## src/hw/rtl/srh_pkg.sv

```systemverilog
// Shared types, codes and constants for the source routing header step block.
`timescale 1ns / 1ps

package srh_pkg;

   // Result action codes
   typedef enum logic [1:0] {
      ACT_CONTINUE = 2'd0,
      ACT_FORWARD  = 2'd1,
      ACT_DROP     = 2'd2
   } action_type;

   localparam logic [7:0] NO_NEXT_HEADER = 8'd59;
   localparam logic [4:0] ADDR_OCTETS    = 5'd16;
   localparam logic [15:0] RTYPE_PTR_BACK = 16'd6;
   localparam logic [15:0] SLEFT_PTR_BACK = 16'd5;
   localparam logic [15:0] NXT_PTR_BACK   = 16'd8;
   localparam logic [7:0] RTYPE_RESET    = 8'd3;

   // Request beat, last field in the lowest bits (79 bits)
   typedef struct packed {
      logic [15:0] bytes_remaining;
      logic [15:0] header_offset;
      logic [3:0]  pad_len;
      logic [3:0]  cmpr_e;
      logic [3:0]  cmpr_i;
      logic [7:0]  segments_left;
      logic [7:0]  routing_type;
      logic [7:0]  hdr_ext_len;
      logic [7:0]  next_header;
      logic        dst_is_multicast;
      logic        icmp_disabled;
      logic        node_is_destination;
   } req_type;

   // Response beat, last field in the lowest bits (88 bits)
   typedef struct packed {
      logic [15:0] next_offset;
      logic [3:0]  elide_count;
      logic [4:0]  read_length;
      logic [11:0] segment_offset;
      logic [7:0]  segments_left_out;
      logic [15:0] next_hdr_field_pointer;
      logic [7:0]  next_header_out;
      logic [15:0] error_pointer;
      logic        icmp_emit;
      action_type  action;
   } rsp_type;

   // Per-item context carried down the pipeline
   typedef struct packed {
      logic        is_dst;
      logic        quiet;
      logic        dst_mc;
      logic        rtype_ok;
      logic [7:0]  nxt;
      logic [7:0]  sleft;
      logic [3:0]  ci;
      logic [3:0]  ce;
      logic [4:0]  div;
      logic [10:0] hlen;
      logic [15:0] off;
      logic [15:0] rem;
   } ctx_type;

   // floor(65536 / d) + 1: exact floor(n / d) for n < 2048 via (n * m) >> 16
   function automatic logic [16:0] recip(input logic [4:0] d);
      logic [16:0] m;
      case (d)
         5'd1:    m = 17'd65537;
         5'd2:    m = 17'd32769;
         5'd3:    m = 17'd21846;
         5'd4:    m = 17'd16385;
         5'd5:    m = 17'd13108;
         5'd6:    m = 17'd10923;
         5'd7:    m = 17'd9363;
         5'd8:    m = 17'd8193;
         5'd9:    m = 17'd7282;
         5'd10:   m = 17'd6554;
         5'd11:   m = 17'd5958;
         5'd12:   m = 17'd5462;
         5'd13:   m = 17'd5042;
         5'd14:   m = 17'd4682;
         5'd15:   m = 17'd4370;
         5'd16:   m = 17'd4097;
         default: m = 17'd0;
      endcase
      return m;
   endfunction

endpackage

```

## src/hw/rtl/srh_decode.sv

```systemverilog
// Stage 1: field decode, length, tail underflow, divisor and reciprocal lookup.
`timescale 1ns / 1ps

module srh_decode (
   input  logic            clock,
   input  logic            reset,
   input  logic            en,
   input  logic            in_valid,
   input  srh_pkg::req_type in_req,
   input  logic [7:0]      rtype_cfg,
   output logic            s1_valid,
   output srh_pkg::ctx_type s1_ctx,
   output logic            s1_under,
   output logic [10:0]     s1_num,
   output logic [16:0]     s1_recip
);
   import srh_pkg::*;

   logic        valid_ff;
   ctx_type     ctx_ff, ctx_in;
   logic        under_ff, under_in;
   logic [10:0] num_ff, num_in;
   logic [16:0] recip_ff, recip_in;
   logic [5:0]  tail;

   // decode and tail arithmetic
   always_comb begin
      ctx_in.is_dst   = in_req.node_is_destination;
      ctx_in.quiet    = in_req.icmp_disabled;
      ctx_in.dst_mc   = in_req.dst_is_multicast;
      ctx_in.rtype_ok = (in_req.routing_type == rtype_cfg);
      ctx_in.nxt      = in_req.next_header;
      ctx_in.sleft    = in_req.segments_left;
      ctx_in.ci       = in_req.cmpr_i;
      ctx_in.ce       = in_req.cmpr_e;
      ctx_in.div      = ADDR_OCTETS - {1'b0, in_req.cmpr_i};
      ctx_in.hlen     = {in_req.hdr_ext_len, 3'b000};
      ctx_in.off      = in_req.header_offset;
      ctx_in.rem      = in_req.bytes_remaining;
      tail     = {2'b00, in_req.pad_len} + {1'b0, ADDR_OCTETS} - {2'b00, in_req.cmpr_e};
      under_in = ctx_in.hlen < {5'd0, tail};
      num_in   = ctx_in.hlen - {5'd0, tail};
      recip_in = recip(ctx_in.div);
   end

   always_ff @(posedge clock) begin
      if (reset) begin
         valid_ff <= 1'b0;
      end else if (en) begin
         valid_ff <= in_valid;
      end
   end

   always_ff @(posedge clock) begin
      if (en) begin
         ctx_ff   <= ctx_in;
         under_ff <= under_in;
         num_ff   <= num_in;
         recip_ff <= recip_in;
      end
   end

   assign s1_valid = valid_ff;
   assign s1_ctx   = ctx_ff;
   assign s1_under = under_ff;
   assign s1_num   = num_ff;
   assign s1_recip = recip_ff;

endmodule

```

## src/hw/rtl/srh_divide.sv

```systemverilog
// Stages 2 and 3: reciprocal multiply, then segment count, count check and index.
`timescale 1ns / 1ps

module srh_divide (
   input  logic             clock,
   input  logic             reset,
   input  logic             en,
   input  logic             s1_valid,
   input  srh_pkg::ctx_type s1_ctx,
   input  logic             s1_under,
   input  logic [10:0]      s1_num,
   input  logic [16:0]      s1_recip,
   output logic             s3_valid,
   output srh_pkg::ctx_type s3_ctx,
   output logic             s3_count_ok,
   output logic [11:0]      s3_index,
   output logic [3:0]       s3_elide,
   output logic [4:0]       s3_rd
);
   import srh_pkg::*;

   // stage 2 registers
   logic        v2_ff;
   ctx_type     ctx2_ff;
   logic        under2_ff;
   logic [27:0] prod_ff, prod_in;

   // stage 3 registers
   logic        v3_ff;
   ctx_type     ctx3_ff;
   logic        ok_ff, ok_in;
   logic [11:0] index_ff, index_in;
   logic [3:0]  elide_ff, elide_in;
   logic [4:0]  rd_ff, rd_in;
   logic [11:0] count;

   assign prod_in = {17'd0, s1_num} * {11'd0, s1_recip};

   // count = quotient + 1, zero on underflow; last segment uses cmpr_e
   always_comb begin
      count    = under2_ff ? 12'd0 : ({1'b0, prod_ff[26:16]} + 12'd1);
      ok_in    = {4'd0, ctx2_ff.sleft} <= count;
      index_in = count - {4'd0, ctx2_ff.sleft};
      elide_in = (ctx2_ff.sleft == 8'd1) ? ctx2_ff.ce : ctx2_ff.ci;
      rd_in    = ADDR_OCTETS - {1'b0, elide_in};
   end

   always_ff @(posedge clock) begin
      if (reset) begin
         v2_ff <= 1'b0;
         v3_ff <= 1'b0;
      end else if (en) begin
         v2_ff <= s1_valid;
         v3_ff <= v2_ff;
      end
   end

   always_ff @(posedge clock) begin
      if (en) begin
         ctx2_ff   <= s1_ctx;
         under2_ff <= s1_under;
         prod_ff   <= prod_in;
         ctx3_ff   <= ctx2_ff;
         ok_ff     <= ok_in;
         index_ff  <= index_in;
         elide_ff  <= elide_in;
         rd_ff     <= rd_in;
      end
   end

   assign s3_valid    = v3_ff;
   assign s3_ctx      = ctx3_ff;
   assign s3_count_ok = ok_ff;
   assign s3_index    = index_ff;
   assign s3_elide    = elide_ff;
   assign s3_rd       = rd_ff;

endmodule

```

## src/hw/rtl/srh_locate.sv

```systemverilog
// Stage 4: address offset multiply, then the forward / continue / drop decision.
`timescale 1ns / 1ps

module srh_locate (
   input  logic             clock,
   input  logic             reset,
   input  logic             en,
   input  logic             s3_valid,
   input  srh_pkg::ctx_type s3_ctx,
   input  logic             s3_count_ok,
   input  logic [11:0]      s3_index,
   input  logic [3:0]       s3_elide,
   input  logic [4:0]       s3_rd,
   output logic             res_valid,
   output srh_pkg::rsp_type res
);
   import srh_pkg::*;

   logic        v4_ff;
   ctx_type     ctx4_ff;
   logic        ok4_ff;
   logic [3:0]  elide4_ff;
   logic [4:0]  rd4_ff;
   logic [16:0] seg_ff, seg_in;
   logic        seg_bad;
   logic        len_bad;

   assign seg_in = {5'd0, s3_index} * {12'd0, s3_ctx.div};

   always_ff @(posedge clock) begin
      if (reset) begin
         v4_ff <= 1'b0;
      end else if (en) begin
         v4_ff <= s3_valid;
      end
   end

   always_ff @(posedge clock) begin
      if (en) begin
         ctx4_ff   <= s3_ctx;
         ok4_ff    <= s3_count_ok;
         elide4_ff <= s3_elide;
         rd4_ff    <= s3_rd;
         seg_ff    <= seg_in;
      end
   end

   // range checks against header length and available bytes
   assign seg_bad = (seg_ff + {12'd0, rd4_ff}) > {6'd0, ctx4_ff.hlen};
   assign len_bad = {5'd0, ctx4_ff.hlen} > ctx4_ff.rem;

   // decision
   always_comb begin
      res                        = '0;
      res.next_header_out        = NO_NEXT_HEADER;
      res.action                 = ACT_DROP;
      if (!ctx4_ff.is_dst) begin
         res.action = ACT_FORWARD;
      end else if (ctx4_ff.sleft == 8'd0) begin
         if (!len_bad) begin
            res.action                 = ACT_CONTINUE;
            res.next_header_out        = ctx4_ff.nxt;
            res.next_hdr_field_pointer = ctx4_ff.off - NXT_PTR_BACK;
            res.next_offset            = ctx4_ff.off + {5'd0, ctx4_ff.hlen};
         end
      end else if (!ctx4_ff.rtype_ok) begin
         if (!ctx4_ff.quiet) begin
            res.icmp_emit     = 1'b1;
            res.error_pointer = ctx4_ff.off - RTYPE_PTR_BACK;
         end
      end else if (!ok4_ff) begin
         if (!ctx4_ff.quiet) begin
            res.icmp_emit     = 1'b1;
            res.error_pointer = ctx4_ff.off - SLEFT_PTR_BACK;
         end
      end else begin
         res.segments_left_out = ctx4_ff.sleft - 8'd1;
         if (!ctx4_ff.dst_mc && !seg_bad && !len_bad) begin
            res.action         = ACT_FORWARD;
            res.segment_offset = seg_ff[11:0];
            res.read_length    = rd4_ff;
            res.elide_count    = elide4_ff;
            res.next_offset    = ctx4_ff.off + {5'd0, ctx4_ff.hlen};
         end
      end
   end

   assign res_valid = v4_ff;

endmodule

```

## src/hw/rtl/srh_skid.sv

```systemverilog
// Output register with one skid entry; stalls the pipeline only when the skid is full.
`timescale 1ns / 1ps

module srh_skid (
   input  logic             clock,
   input  logic             reset,
   input  logic             en,
   input  logic             in_valid,
   input  srh_pkg::rsp_type in_data,
   output logic             full,
   output logic             out_valid,
   input  logic             out_ready,
   output srh_pkg::rsp_type out_data
);
   import srh_pkg::*;

   logic    out_v_ff, out_v_in;
   logic    skid_v_ff, skid_v_in;
   rsp_type out_d_ff, out_d_in;
   rsp_type skid_d_ff, skid_d_in;
   logic    out_free;

   assign out_free = !out_v_ff || out_ready;

   // steer the incoming beat to the output register or the skid entry
   always_comb begin
      out_v_in  = out_v_ff;
      skid_v_in = skid_v_ff;
      out_d_in  = out_d_ff;
      skid_d_in = skid_d_ff;
      if (skid_v_ff) begin
         if (out_free) begin
            out_v_in  = 1'b1;
            out_d_in  = skid_d_ff;
            skid_v_in = 1'b0;
         end
      end else if (en && in_valid) begin
         if (out_free) begin
            out_v_in = 1'b1;
            out_d_in = in_data;
         end else begin
            skid_v_in = 1'b1;
            skid_d_in = in_data;
         end
      end else if (out_free) begin
         out_v_in = 1'b0;
      end
   end

   always_ff @(posedge clock) begin
      if (reset) begin
         out_v_ff  <= 1'b0;
         skid_v_ff <= 1'b0;
      end else begin
         out_v_ff  <= out_v_in;
         skid_v_ff <= skid_v_in;
      end
   end

   always_ff @(posedge clock) begin
      out_d_ff  <= out_d_in;
      skid_d_ff <= skid_d_in;
   end

   assign full      = skid_v_ff;
   assign out_valid = out_v_ff;
   assign out_data  = out_d_ff;

endmodule

```

## src/hw/rtl/source_route_header_step_top.sv

```systemverilog
// Throughput: one header per cycle while the skid entry is empty. A request passes
// the stages decode, reciprocal multiply, count check, address offset multiply with
// decision, and the output register, in that order, before it shows on rsp_tvalid.
// req_tready drops only while the output skid entry holds a beat.
// Reset (synchronous, active high) empties all stages and sets the routing type to 3.
`timescale 1ns / 1ps

module source_route_header_step_top (
   input  logic        clock,
   input  logic        reset,
   // request: node_is_destination, icmp_disabled, dst_is_multicast, next_header,
   // hdr_ext_len, routing_type, segments_left, cmpr_i, cmpr_e, pad_len,
   // header_offset, bytes_remaining, zero fill
   input  logic        req_tvalid,
   output logic        req_tready,
   input  logic [79:0] req_tdata,
   // response: action, icmp_emit, error_pointer, next_header_out,
   // next_hdr_field_pointer, segments_left_out, segment_offset, read_length,
   // elide_count, next_offset
   output logic        rsp_tvalid,
   input  logic        rsp_tready,
   output logic [87:0] rsp_tdata,
   // supported_routing_type write
   input  logic        csr_valid,
   output logic        csr_ready,
   input  logic [7:0]  csr_data
);
   import srh_pkg::*;

   logic [7:0] rtype_cfg_ff;
   logic    en;
   logic    skid_full;
   req_type req;
   logic    s1_valid, s3_valid, res_valid;
   ctx_type s1_ctx, s3_ctx;
   logic    s1_under, s3_count_ok;
   logic [10:0] s1_num;
   logic [16:0] s1_recip;
   logic [11:0] s3_index;
   logic [3:0]  s3_elide;
   logic [4:0]  s3_rd;
   rsp_type res, rsp;

   // configuration register
   assign csr_ready = 1'b1;
   always_ff @(posedge clock) begin
      if (reset) begin
         rtype_cfg_ff <= RTYPE_RESET;
      end else if (csr_valid) begin
         rtype_cfg_ff <= csr_data;
      end
   end

   // whole pipeline advances unless the skid entry is occupied
   assign en         = !skid_full;
   assign req_tready = en;
   assign req        = req_type'(req_tdata[78:0]);

   srh_decode u_decode (
      .clock     (clock),
      .reset     (reset),
      .en        (en),
      .in_valid  (req_tvalid && req_tready),
      .in_req    (req),
      .rtype_cfg (rtype_cfg_ff),
      .s1_valid  (s1_valid),
      .s1_ctx    (s1_ctx),
      .s1_under  (s1_under),
      .s1_num    (s1_num),
      .s1_recip  (s1_recip)
   );

   srh_divide u_divide (
      .clock       (clock),
      .reset       (reset),
      .en          (en),
      .s1_valid    (s1_valid),
      .s1_ctx      (s1_ctx),
      .s1_under    (s1_under),
      .s1_num      (s1_num),
      .s1_recip    (s1_recip),
      .s3_valid    (s3_valid),
      .s3_ctx      (s3_ctx),
      .s3_count_ok (s3_count_ok),
      .s3_index    (s3_index),
      .s3_elide    (s3_elide),
      .s3_rd       (s3_rd)
   );

   srh_locate u_locate (
      .clock       (clock),
      .reset       (reset),
      .en          (en),
      .s3_valid    (s3_valid),
      .s3_ctx      (s3_ctx),
      .s3_count_ok (s3_count_ok),
      .s3_index    (s3_index),
      .s3_elide    (s3_elide),
      .s3_rd       (s3_rd),
      .res_valid   (res_valid),
      .res         (res)
   );

   srh_skid u_skid (
      .clock     (clock),
      .reset     (reset),
      .en        (en),
      .in_valid  (res_valid),
      .in_data   (res),
      .full      (skid_full),
      .out_valid (rsp_tvalid),
      .out_ready (rsp_tready),
      .out_data  (rsp)
   );

   assign rsp_tdata = rsp;

endmodule

```

## config.mk

```make
export PLATFORM = sky130hd
export DESIGN_NAME = source_route_header_step_top
export DESIGN_NICKNAME = d
export VERILOG_FILES = /design/src/hw/rtl/srh_pkg.sv /design/src/hw/rtl/srh_decode.sv /design/src/hw/rtl/srh_divide.sv /design/src/hw/rtl/srh_locate.sv /design/src/hw/rtl/srh_skid.sv /design/src/hw/rtl/source_route_header_step_top.sv
export SDC_FILE = /design/constraint.sdc
export NUM_CORES = 1
export LEC_CHECK = 0
export BUFFER_PORTS_ARGS = -buffer_cell sky130_fd_sc_hd__buf_2
export CAP_MARGIN = 20
export CORE_MARGIN = 8
export CORE_UTILIZATION = 60
export DETAILED_ROUTE_END_ITERATION = 7
export PLACE_DENSITY = 0.8
export SYNTH_ARGS = -nofsm -noshare
export SYNTH_HDL_FRONTEND = slang
export SYNTH_SLANG_ARGS = --single-unit
```

## constraint.sdc

```tcl
create_clock -name clock -period 35.6 [get_ports clock]
set_input_delay 1.78 -clock clock [delete_from_list [all_inputs] [get_ports clock]]
set_output_delay 1.78 -clock clock [all_outputs]
set_load 0.02 [all_outputs]
```

# After elaboration in Yosys (flattened, before gate mapping)
# Memory sizes are Yosys's and may differ from the RTL's. A register that Yosys moved wholly into a read port is not among the register bits.
# Cells that the tools add are included.
dict set report word_totals {
  latch_bits 0
  out_inout_bits 91
  input_bits 93
  register_bits 550
  elab_cells 155
  memories 1
  romBits 544
  ramBits 0
}
# memory words width read_ports rd_clocked_by_memory_dff write_ports line_no
set memory_table {}
lappend memory_table {{(no name shown)} 32 17 1 1 0 srh_pkg.sv:69} ;# case (d)
dict set report classes {
  bitwise 2
  muxes 33
  n_reduce_logical 16
  n_lt_le_gt_ge 4
  div 0
  n_eq_ne 2
  addsub 13
  shifts 0
  mul 2
}
# cell n
set ops {}
lappend ops {{$mux 88} 4}
lappend ops {{$mux 45} 2}
lappend ops {{$mux 86} 1}
lappend ops {{$mux 17} 5}
lappend ops {{$mux 24} 2}
lappend ops {{$mux 37} 1}
lappend ops {{$mux 16} 2}
lappend ops {{$sub 16x3->16 const B} 2}
lappend ops {{$mux 29} 1}
lappend ops {{$mul 11x17->27} 1}
lappend ops {{$add 17x5->17} 1}
lappend ops {{$gt 17x11->1} 1}
lappend ops {{$mul 12x5->17} 1}
lappend ops {{$add 16x11->16} 1}
lappend ops {{$gt 11x16->1} 1}
lappend ops {{$sub 16x4->16 const B} 1}
lappend ops {{$add 11x1->12 const B} 1}
lappend ops {{$le 8x12->1} 1}
lappend ops {{$mux 12} 1}
lappend ops {{$mux 2} 6}
lappend ops {{$sub 12x8->12} 1}
lappend ops {{$lt 11x6->1} 1}
lappend ops {{$sub 11x6->11} 1}
lappend ops {{$sub 5x4->5 const A} 2}
lappend ops {{16 further kinds} 31}

# Logic depth before layout (Yosys ltp)
# Gate-level depths: netlist (run 1).
dict set report logic_depth {
  ltp_word 13
  depth_mapped 22
  ltp_nobuf 20
}

# Cells and area by module
# A second synthesis (run 1) with hierarchy kept.
dict set report hier_totals {
  hier_cells 2281
  hier_area_um2 30754.5
}
# module instances seq_area_each_um2 area_per_inst_um2 cells_per_inst
set modules_own_cells {}
lappend modules_own_cells {srh_divide 1 5595.4 11939.0 943}
lappend modules_own_cells {srh_locate 1 2722.6 7553.5 783}
lappend modules_own_cells {srh_skid 1 5325.1 6880.3 284}
lappend modules_own_cells {srh_decode 1 3052.9 4067.7 241}
lappend modules_own_cells {source_route_header_step_top 1 160.2 314.1 30}

# Worst setup path before layout (run 1)
# Ideal clock, no wire load.
dict set report synth_timing {
  path_type {register to output}
  from {register u_skid.skid_v_ff (netlist: u_skid.full)}
  to {output req_tready}
  arrival_time_ns 10.541
  path_stages_with_launch 4
  t_required_ns 33.820
  path_buffers 2
  setup_slack_ns 23.279
  path_cell_list {dfxtp_1 clkbuf_1 clkinv_1 buf_1}
}
dict set report synth_between {
  elab_chain_len 1
}
# element line_no
set synth_rtl {}
lappend synth_rtl {{start: declaration} srh_skid.sv:18} ;# logic skid_v_ff, skid_v_in;
lappend synth_rtl {{start signal: assignment} srh_skid.sv:56} ;# skid_v_ff <= skid_v_in;
lappend synth_rtl {{$logic_not 1->1} source_route_header_step_top.sv:55} ;# assign en = !skid_full;
lappend synth_rtl {{end: declaration} source_route_header_step_top.sv:15} ;# output logic req_tready,
# Every way passes these cells.

# Worst setup path after layout (run 1)
dict set report layout_timing {
  from {register u_decode.num_ff[4] (netlist: u_decode.s1_num[4])}
  to {register u_divide.prod_ff[23] (data pin)}
}
dict set report layout_between {
  elab_chain_len 1
}
# element line_no
set layout_rtl {}
lappend layout_rtl {{start: declaration} srh_decode.sv:22} ;# logic [10:0] num_ff, num_in;
lappend layout_rtl {{start signal: assignment} srh_decode.sv:58} ;# num_ff <= num_in;
lappend layout_rtl {{$mul 11x17->27} srh_divide.sv:37} ;# assign prod_in = {17'd0, s1_num} * {11'd0, s1_recip};
lappend layout_rtl {{net u_divide.prod_in[23]} srh_divide.sv:26} ;# logic [27:0] prod_ff, prod_in;
lappend layout_rtl {{end signal: assignment} srh_divide.sv:62} ;# prod_ff <= prod_in;
lappend layout_rtl {{end: declaration} srh_divide.sv:26}
# The timed path passes the listed nets, and every way through them passes these cells.
# A chain may end at the register's enable or synchronous reset.

==> results of run 1 <==
[where the power goes]
group	switching [W]	internal [W]
clock	0.000238	0.000356
sequential	0.0000663	0.000786
combinational	0.000514	0.000385
total	0.000818	0.00153
[area by class of cell]
type	count	area (um^2)	area share, %
diodes	1	2.50	0.00772
clock buffers	60	1400	4.30
clock inverters	41	484	1.49
inverters	242	916	2.82
multi-input cells	1388	11600	35.8
flip-flops and latches	545	16200	50.0
well taps	615	769	2.37
repair buffers	194	1030	3.19
[per-layer routing]
metal | part of all wire (%) | vias to the layer above | global-route usage [%]
met5 | 0.015 | - | 0
met4 | 3.5 | 2 | 8.33
met3 | 6.5 | 130 | 3.53
met2 | 49 | 681 | 36.4
met1 | 41 | 8701 | 26.9
li1 | - | 8159 | -
[cell families after synthesis]
| kind of cell | share of synthesized area (%) |
|---|---|
| mux | 1.52 |
| compound gates | 5.75 |
| fa+ha+maj | 17.7 |
| simple gates | 11.4 |
| flops | 55.8 |
| buf+inv | 4.29 |
| other cells | 0.0129 |
| xor+xnor | 3.53 |
[state kept, by name, summed over array words and instances, names as in the netlist, 3 cells and up]
name and flops:
rtype_cfg_ff 8, u_decode.s1_ctx 72, u_decode.s1_num 11, u_decode.s1_recip 17
u_divide.ctx2_ff 72, u_divide.prod_ff 11, u_divide.s3_ctx 65, u_divide.s3_elide 3
u_divide.s3_index 12, u_divide.s3_rd 5, u_locate.ctx4_ff 60, u_locate.elide4_ff 3
u_locate.rd4_ff 5, u_locate.seg_ff 17, u_skid.out_data 87, u_skid.skid_d_ff 87
[through the flow]
stage / hold WS [ns] / setup WS, ns
2_1_floorplan: 0.400 / 23.28
3_3_place_gp: 0.401 / 29.51
3_5_place_dp: 0.405 / 29.45
4_1_cts: 0.417 / 29.42
5_1_grt: 0.421 / 29.13
6_report: 0.415 / 29.44
[cells in the mapped netlist (10+ instances only)]
master	number
edfxtp_1	531
nand2_1	244
inv_1	240
fa_1	166
ha_1	145
nor2_1	126
and2_1	125
clkbuf_1	81
xnor2_1	80
o21ai_0	46
a21oi_1	45
nor3_1	37
xor2_1	37
and3_1	32
o31ai_1	29
mux2_2	25
nand3_1	22
a22o_1	20
nand2b_1	17
nor2b_1	17
mux2i_1	16
a21o_1	14
dfxtp_1	14
nand4_1	13
a211oi_1	11
or3_1	10
[critical path, stage by stage (launching register included)]
cell and delay [ns]:
edfxtp_1 0.82, nand2_1 0.17, fa_1 0.53, fa_1 0.53, inv_1 0.05, fa_1 0.47
fa_1 0.55, inv_1 0.06, fa_1 0.53, inv_1 0.04, ha_1 0.30, a2111oi_0 0.41
o21ai_0 0.27, o2111ai_1 0.39, nand2_1 0.15, a21o_1 0.23, a211oi_1 0.29, nor3_1 0.09
[worst paths after layout]
check | end | slack, ns | startpoint
max reg2reg | u_divide.prod_ff[23] | 29.44 | u_decode.s1_num[4]
min reg2reg | u_divide.ctx2_ff[25] | 0.42 | u_decode.s1_ctx[25]
min | u_divide.ctx2_ff[25] | 0.42 | u_decode.s1_ctx[25]
max | u_divide.prod_ff[23] | 29.44 | u_decode.s1_num[4]
[placed cells by master (no fill, tap or decap), types with 25 or more instances in the layout]
cell	synthesis	routed
buf_2	3	182
nor2_1	126	126
edfxtp_1	531	531
xor2_1	37	37
o21ai_0	46	46
clkbuf_16	0	55
inv_1	240	240
xnor2_1	80	80
mux2_2	25	25
a21oi_1	45	45
nor3_1	37	37
nand2_1	244	244
ha_1	145	145
o31ai_1	29	29
and3_1	32	32
fa_1	166	166
and2_1	125	125
==> out/qor.csv, run 1 <==
metric,value,unit
Area Growth Syn to Fin,11.6,%
final instance area,0.0324,mm^2
CP max FO,17,
layout cell share with drive strength beyond 1,13.2,%
DRC violations left,0,
initial antenna violation count,2,
asr flop ratio synth,0,%
max frequency,0.162,GHz
crit start category,register,
placed insts,2981,
post-synthesis instance area,0.0291,mm^2
Hold Crit Depth,0,
WL/cell,19.4,um
final period utilization,17.3,%
Routed Antenna Nets,0,
total wire length,59900,um
crit path DAT,6.49,ns
Most used DFF post-synth,edfxtp_1,
initial drt markers,1456,
hold bufs inserted after CTS,0,
die footprint,0.0557,mm^2
top post-synthesis cells by area,"edfxtp_1 (55%), fa_1 (11%), ha_1 (6.2%), nand2_1 (3.2%), inv_1 (3.1%)",
Placed Area,0.0305,mm^2
slew margin rel.,28.5,%
GPL Wtd Cong,0.899,
LEAKAGE,13.6,nW
dpl hpwl,43200,um
Setup CP Type,reg2reg,
cts repair resizes,0,
maximum VDD drop,0.0679,mV
TritonCTS clock tree,yes,
Worst Tran Pin Value,1.07,ns
setup total negative slack,0,ns
row count,80,
total power,0.00234,W
status,"finished, final reports clean",
Max-Cap Viols,0,
Synth Area per Inst,12.8,um^2
clk_lat worst skew,0.60,ns
Die Width,236,um
vias in the first global route,18100,
RSZ-0062 raised after global routing,no,
TritonCTS Buffers,54,
Layout Nets,2829,
H-tree Lvls,2,
Chip Height,236,um
number of synthesized flops with an enable pin,531,
Netlist cell types,67,
Syn Nets,2666,
CORE AREA,0.0477,mm^2
fillers,3228,
num ports,184,
total track usage,21.2,%
non-filler instance count after layout,3086,
share of the synthesized area in the top cell type,54.9,%
clock slew at reported path FFs,0.06,ns
Port Buffer Count,181,
CTS max path bufs,3,
Finish-stage setup viols,0,
first-pass GRT wire length,95500,um
worst-case reg-to-reg path depth,17,
crit end category,register,
largest net degree at the start of global routing,173,
via density per instance,5.73,
Synth area leader,edfxtp_1,
Synth Warn #,0,
fin crit period,6.16,ns
DR pass1 iterations,5,
Clock Skews,0.0174,ns
hold crit path type,reg2reg,
Starting Density,60.9,%
CTS Root Cell,clkbuf_16,
Seq cells post-synth,545,
"Slew Viols, Final",0,
Cells after Synth,2262,
sequential-to-total area share from yosys stat,55.8,%
grt total ovfl,0,
clk sinks,545,
Required @ worst endpoint,35.93,ns
power per cell area,72.3,mW/mm^2
Final Core Density,67.9,%
postcts setup bufs,0,
Hold Fails Final Rpt,0,
vias,17700,
No activity file was read; power rests on OpenSTA's default activity.
==> run 2: changes to the inputs <==
--- a/config.mk
+++ b/config.mk
@@ -8,9 +8,9 @@
 export BUFFER_PORTS_ARGS = -buffer_cell sky130_fd_sc_hd__buf_2
 export CAP_MARGIN = 20
 export CORE_MARGIN = 8
-export CORE_UTILIZATION = 60
+export CORE_UTILIZATION = 56
 export DETAILED_ROUTE_END_ITERATION = 7
-export PLACE_DENSITY = 0.8
+export PLACE_DENSITY = 0.78
 export SYNTH_ARGS = -nofsm -noshare
 export SYNTH_HDL_FRONTEND = slang
 export SYNTH_SLANG_ARGS = --single-unit
==> constraint.sdc (replaced) <==
create_clock -name clock -period 5.3 [get_ports clock]
set_input_delay 0.265 -clock clock [delete_from_list [all_inputs] [get_ports clock]]
set_output_delay 0.265 -clock clock [all_outputs]
set_load 0.02 [all_outputs]
==> run 2 against run 1 <==
Effect of this change: the run now ends with setup timing left; critical path depth is 2 higher; maximum frequency is 13% higher; flip-flop and latch count stayed put; combinational power grew to 8.9 times the previous value; cell count is 7.5% higher; global-route usage hardly changed; sequential power grew to 6.6 times the previous value; routed wire length is 8.9% higher; highest routed layer is now met4.
==> out/qor.csv, run 2 (same netlist as run 1, synthesis figures left out) <==
metric,value,unit
max frequency,0.183,GHz
Required @ worst endpoint,5.63,ns
Fin Hold WS,0.0356,ns
Final Core Density,67.4,%
clk_lat worst skew,0.62,ns
slew margin rel.,25.7,%
layout cell share with drive strength beyond 1,18.6,%
Finish-stage setup viols,4,
LEAKAGE,14.5,nW
status,finished with violations,
Register Area,0.0162,mm^2
vias in the first global route,18900,
H-tree Lvls,2,
CTS Root Cell,clkbuf_16,
crit end category,register,
CP peak stage delay,0.56,ns
Starting Density,56.7,%
maximum VDD drop,0.403,mV
DR pass1 iterations,6,
RSZ-0062 raised after global routing,yes,
CP most frequent cell,fa_1,
Setup CP Type,reg2reg,
Hold Fails Final Rpt,0,
WL/cell,19.7,um
worst-case reg-to-reg path depth,19,
Clock Skews,0.0300,ns
placed insts,3114,
multi-input logic area,0.0120,mm^2
CORE AREA,0.0513,mm^2
clk sinks,545,
initial antenna violation count,2,
fin crit period,5.45,ns
crit path DAT,5.79,ns
DRC violations left,0,
Layout Nets,2993,
Hold Crit Depth,1,
largest net degree at the start of global routing,132,
CP max FO,7,
clock slew at reported path FFs,0.06,ns
Chip Height,244,um
final period utilization,103,%
Routed Antenna Nets,0,
initial drt markers,1393,
"Slew Viols, Final",0,
Worst Tran Pin Value,1.11,ns
non-filler instance count after layout,3317,
fillers,3505,
"most common cell after layout, fill and taps aside",edfxtp_1,
total wire length,65200,um
TritonCTS clock tree,yes,
via density per instance,5.53,
die footprint,0.0594,mm^2
row count,83,
vias,18400,
Place WS,-0.263,ns
CP cell instances,"buf_6, buf_4, and2_1, fa_1, ha_1, inv_1, fa_1, fa_1, fa_1, inv_1, ha_1, a211o_1, o211ai_1, a21oi_2, o2111ai_4, a21oi_4, o31a_1, nor2_1, xnor2_1",
failing checks,setup timing,
Port Buffer Count,181,
most frequent cells in the layout,"edfxtp_1 (531), nand2_1 (239), inv_1 (225)",
dpl hpwl,45100,um
total track usage,21.3,%
hold crit path type,in2reg,
Max-Cap Viols,0,
setup ws final,-0.154,ns
TritonCTS Buffers,55,
power per cell area,521,mW/mm^2
GPL Wtd Cong,0.934,
grt total ovfl,0,
num ports,184,
CTS max path bufs,3,
first-pass GRT wire length,101000,um
crit start category,register,
Area Growth Syn to Fin,19.0,%
Crit-path slowest cell,fa_1,
Die Width,244,um
## run 2: changes by cell type in the layout (fill, tap and decap cells not counted), moves of 11 or more
| cell | before | now |
|---|---|---|
| inv_1 | 240 | 225 |
| inv_2 | 0 | 15 |
| and2_1 | 125 | 114 |
| ha_4 | 0 | 11 |
| ha_1 | 145 | 133 |
| dlygate4sd3_1 | 0 | 80 |
| buf_4 | 10 | 77 |
| and2_4 | 0 | 11 |
| buf_6 | 0 | 14 |
## run 2: area by class of cell
type,count,share of cell area [%]
antenna,1,0.00724
clock inverter,41,1.81
timing repair buffer,357,7.33
sequential,545,46.9
multi-input combinational,1388,34.6
clock buffer,63,4.22
inverter,242,2.65
tap,680,2.46
## run 2: critical path: cells and delay by family (launching register included)
| family | cells | cell delay [ns] |
|---|---|---|
| xor gates and xnor gates | 1 | 0.11 |
| and+or+nand+nor | 2 | 0.34 |
| AOI/OAI and AO/OA | 6 | 1.33 |
| adders and majority gates | 6 | 2.53 |
| buffers and inverters | 4 | 0.41 |
| DFF | 1 | 0.43 |
## run 2: path summary, 6_finish.rpt
kind                        startpoint                   end  slack [ns]
hold reg to reg    u_decode.s1_ctx[53]  u_divide.ctx2_ff[53]        0.41
setup reg to reg  u_decode.s1_recip[3]  u_divide.prod_ff[25]       -0.15
setup / recovery  u_decode.s1_recip[3]  u_divide.prod_ff[25]       -0.15
hold / removal           req_tdata[35]   u_decode.s1_ctx[43]        0.04
## run 2: report_power, final
part | internal [W] | total, W | switching [W] | leakage [nW]
clock | 0.00268 | 0.00437 | 0.00169 | 1.02
sequential | 0.00528 | 0.00564 | 0.000359 | 5.62
combinational | 0.00368 | 0.00803 | 0.00435 | 7.82
total | 0.0116 | 0.0180 | 0.00640 | 14.5
## run 2: metrics by stage
stage | cell area [um^2] | power, W | TNS [ns]
final | 34600 | 0.0180 | -0.334
after global routing | 34600 | 0.0193 | -1.38
after detailed placement | 31100 | 0.0122 | -1.48
after floorplan | 29100 | 0.0103 | 0
after global placement | 31100 | 0.0119 | -0.787
after CTS | 34200 | 0.0171 | -0.00243
## run 2: per-layer routing
layer / vias up / part of all wire [%] / GRT usage [%]
met5: - / 0 / 0
met4: 0 / 2.9 / 6.24
met3: 128 / 5.8 / 3.39
met2: 606 / 51 / 37.5
met1: 9139 / 41 / 27.0
li1: 8482 / - / -
## run 2: what timing repair did
item	in CTS	in global routing
hold buffers	80	0
pin swaps	27	58
gates resized for setup	30	72
hold endpoints to repair	82	0
buffers inserted	6	11
setup endpoints to repair	10	10
==> run 3: changes to the inputs <==
--- a/config.mk
+++ b/config.mk
@@ -11,6 +11,7 @@
 export CORE_UTILIZATION = 56
 export DETAILED_ROUTE_END_ITERATION = 7
 export PLACE_DENSITY = 0.78
+export SETUP_SLACK_MARGIN = 0.15
 export SYNTH_ARGS = -nofsm -noshare
 export SYNTH_HDL_FRONTEND = slang
 export SYNTH_SLANG_ARGS = --single-unit
==> run 3 against run 2 <==
Effect of this change: the run still ends with setup timing left; register-to-register slack improved by 0.15 ns; clock skew up 0.0039 ns; highest routed layer unchanged; worst hold slack better by 0.0040 ns; count of clock-buffer cells in the layout shrank 1; routed wire length down 1.7%; critical path depth is 1 higher; design area shrank 0.79%; global-route usage shrank 0.38 points; via count decreased by 0.93%; largest power group unchanged.
==> out/qor.csv, run 3 (same netlist as run 1, synthesis figures left out) <==
metric,value,unit
H-tree Lvls,2,
clk_lat worst skew,0.61,ns
Area Growth Syn to Fin,18.0,%
CP peak stage delay,0.54,ns
maximum VDD drop,0.500,mV
Layout Nets,2996,
dpl hpwl,44900,um
row count,83,
Hold Fails Final Rpt,0,
Max-Cap Viols,0,
clock slew at reported path FFs,0.06,ns
largest net degree at the start of global routing,157,
CP max FO,6,
setup ws final,-0.00318,ns
hold crit path type,in2reg,
initial drt markers,1344,
layout cell share with drive strength beyond 1,18.4,%
grt total ovfl,0,
first-pass GRT wire length,99600,um
total track usage,20.9,%
initial antenna violation count,0,
slew margin rel.,42.9,%
failing checks,setup timing,
placed insts,3108,
CTS Root Cell,clkbuf_16,
Setup CP Type,reg2reg,
LEAKAGE,14.3,nW
Clock Skews,0.0339,ns
CORE AREA,0.0513,mm^2
"Slew Viols, Final",0,
CP most frequent cell,inv_2,
CP cell instances,"and2_4, fa_1, inv_2, fa_2, inv_2, fa_2, fa_1, inv_2, fa_1, inv_2, ha_4, and4_1, nand3_2, o21ai_1, buf_4, o2111ai_4, a21oi_4, nor3_2, nor3_2, xnor2_1",
DRC violations left,0,
power per cell area,512,mW/mm^2
diode count,0,
RSZ-0062 raised after global routing,yes,
TritonCTS Buffers,53,
Chip Height,244,um
via density per instance,5.49,
most frequent cells in the layout,"edfxtp_1 (531), nand2_1 (237), inv_1 (224)",
status,finished with violations,
Port Buffer Count,181,
TritonCTS clock tree,yes,
fin crit period,5.30,ns
crit start category,register,
non-filler instance count after layout,3311,
Routed Antenna Nets,0,
Starting Density,56.7,%
vias,18200,
GPL Wtd Cong,0.905,
Finish-stage setup viols,1,
max frequency,0.189,GHz
crit path DAT,5.62,ns
Crit-path slowest cell,fa_1,
CTS max path bufs,3,
die footprint,0.0594,mm^2
total wire length,64100,um
total power,0.0176,W
crit end category,register,
Worst Tran Pin Value,0.856,ns
vias in the first global route,18700,
clk sinks,545,
Place WS,-0.220,ns
Die Width,244,um
Fin Hold WS,0.0396,ns
num ports,184,
Final Core Density,66.9,%
DR pass1 iterations,6,
"most common cell after layout, fill and taps aside",edfxtp_1,
final period utilization,100,%
WL/cell,19.4,um
Required @ worst endpoint,5.62,ns
==> run 3: changes by cell type in the layout (fill, tap and decap cells not counted), moves of 5 or more <==
cell | before | now
clkbuf_1 | 4 | 9
bufinv_16 | 14 | 6
clkinv_1 | 4 | 10
buf_6 | 14 | 21
==> run 3: stage by stage <==
| stage | TNS, ns | instance area (um^2) |
|---|---|---|
| 6_report | -0.00318 | 34300 |
| 5_1_grt | -0.794 | 34300 |
| 4_1_cts | 0 | 34000 |
| 3_5_place_dp | -0.835 | 31100 |
| 3_3_place_gp | -0.344 | 31100 |
| 2_1_floorplan | 0 | 29100 |
==> run 3: path summary, 6_finish.rpt <==
| check | cells after the start | to | start | slack, ns |
|---|---|---|---|---|
| min reg2reg | 0 | u_divide.ctx2_ff[59] | u_decode.s1_ctx[59] | 0.39 |
| min | 1 | u_decode.s1_ctx[43] | req_tdata[35] | 0.04 |
| max | 20 | u_divide.prod_ff[26] | u_decode.s1_num[6] | -0.003 |
| max reg2reg | 20 | u_divide.prod_ff[26] | u_decode.s1_num[6] | -0.003 |
==> run 3: cell type report <==
cell class | count | area [um^2]
fillers | 3479 | 17000
flip-flops and latches | 545 | 16200
multi-input cells | 1388 | 12000
repair buffers | 362 | 2610
clock buffers | 62 | 1360
inverters | 242 | 916
well taps | 680 | 851
clock inverters | 32 | 338
==> run 3: power by group <==
part | switching (W) | leakage (nW) | internal (W)
combinational | 0.00450 | 7.87 | 0.00371
sequential | 0.000345 | 5.62 | 0.00528
clock | 0.00160 | 0.834 | 0.00213
==> run 3: routing by layer <==
metal | GRT usage, % | vias to the layer above | part of all wire, %
met1 | 25.6 | 8989 | 40
met3 | 3.04 | 118 | 6.0
met4 | 7.31 | 0 | 3.1
li1 | - | 8487 | -
met2 | 37.5 | 590 | 51
met5 | 0 | - | 0
==> run 3: worst max-delay path: cells and delay by family (launching register included) <==
family / cells / cell delay, ns
adders and majority gates: 6 / 2.78
and+or+nand+nor: 5 / 0.78
DFF: 1 / 0.51
AOI/OAI and AO/OA: 3 / 0.51
buffers and inverters: 5 / 0.36
xor gates and xnor gates: 1 / 0.10
==> run 3: timing repair <==
action,4_1_cts,5_1_grt
pin swaps,63,49
hold buffers,80,0
buffers inserted,15,10
endpoints found under the hold margin,80,0
gates resized for setup,62,54
setup endpoints to repair,11,32
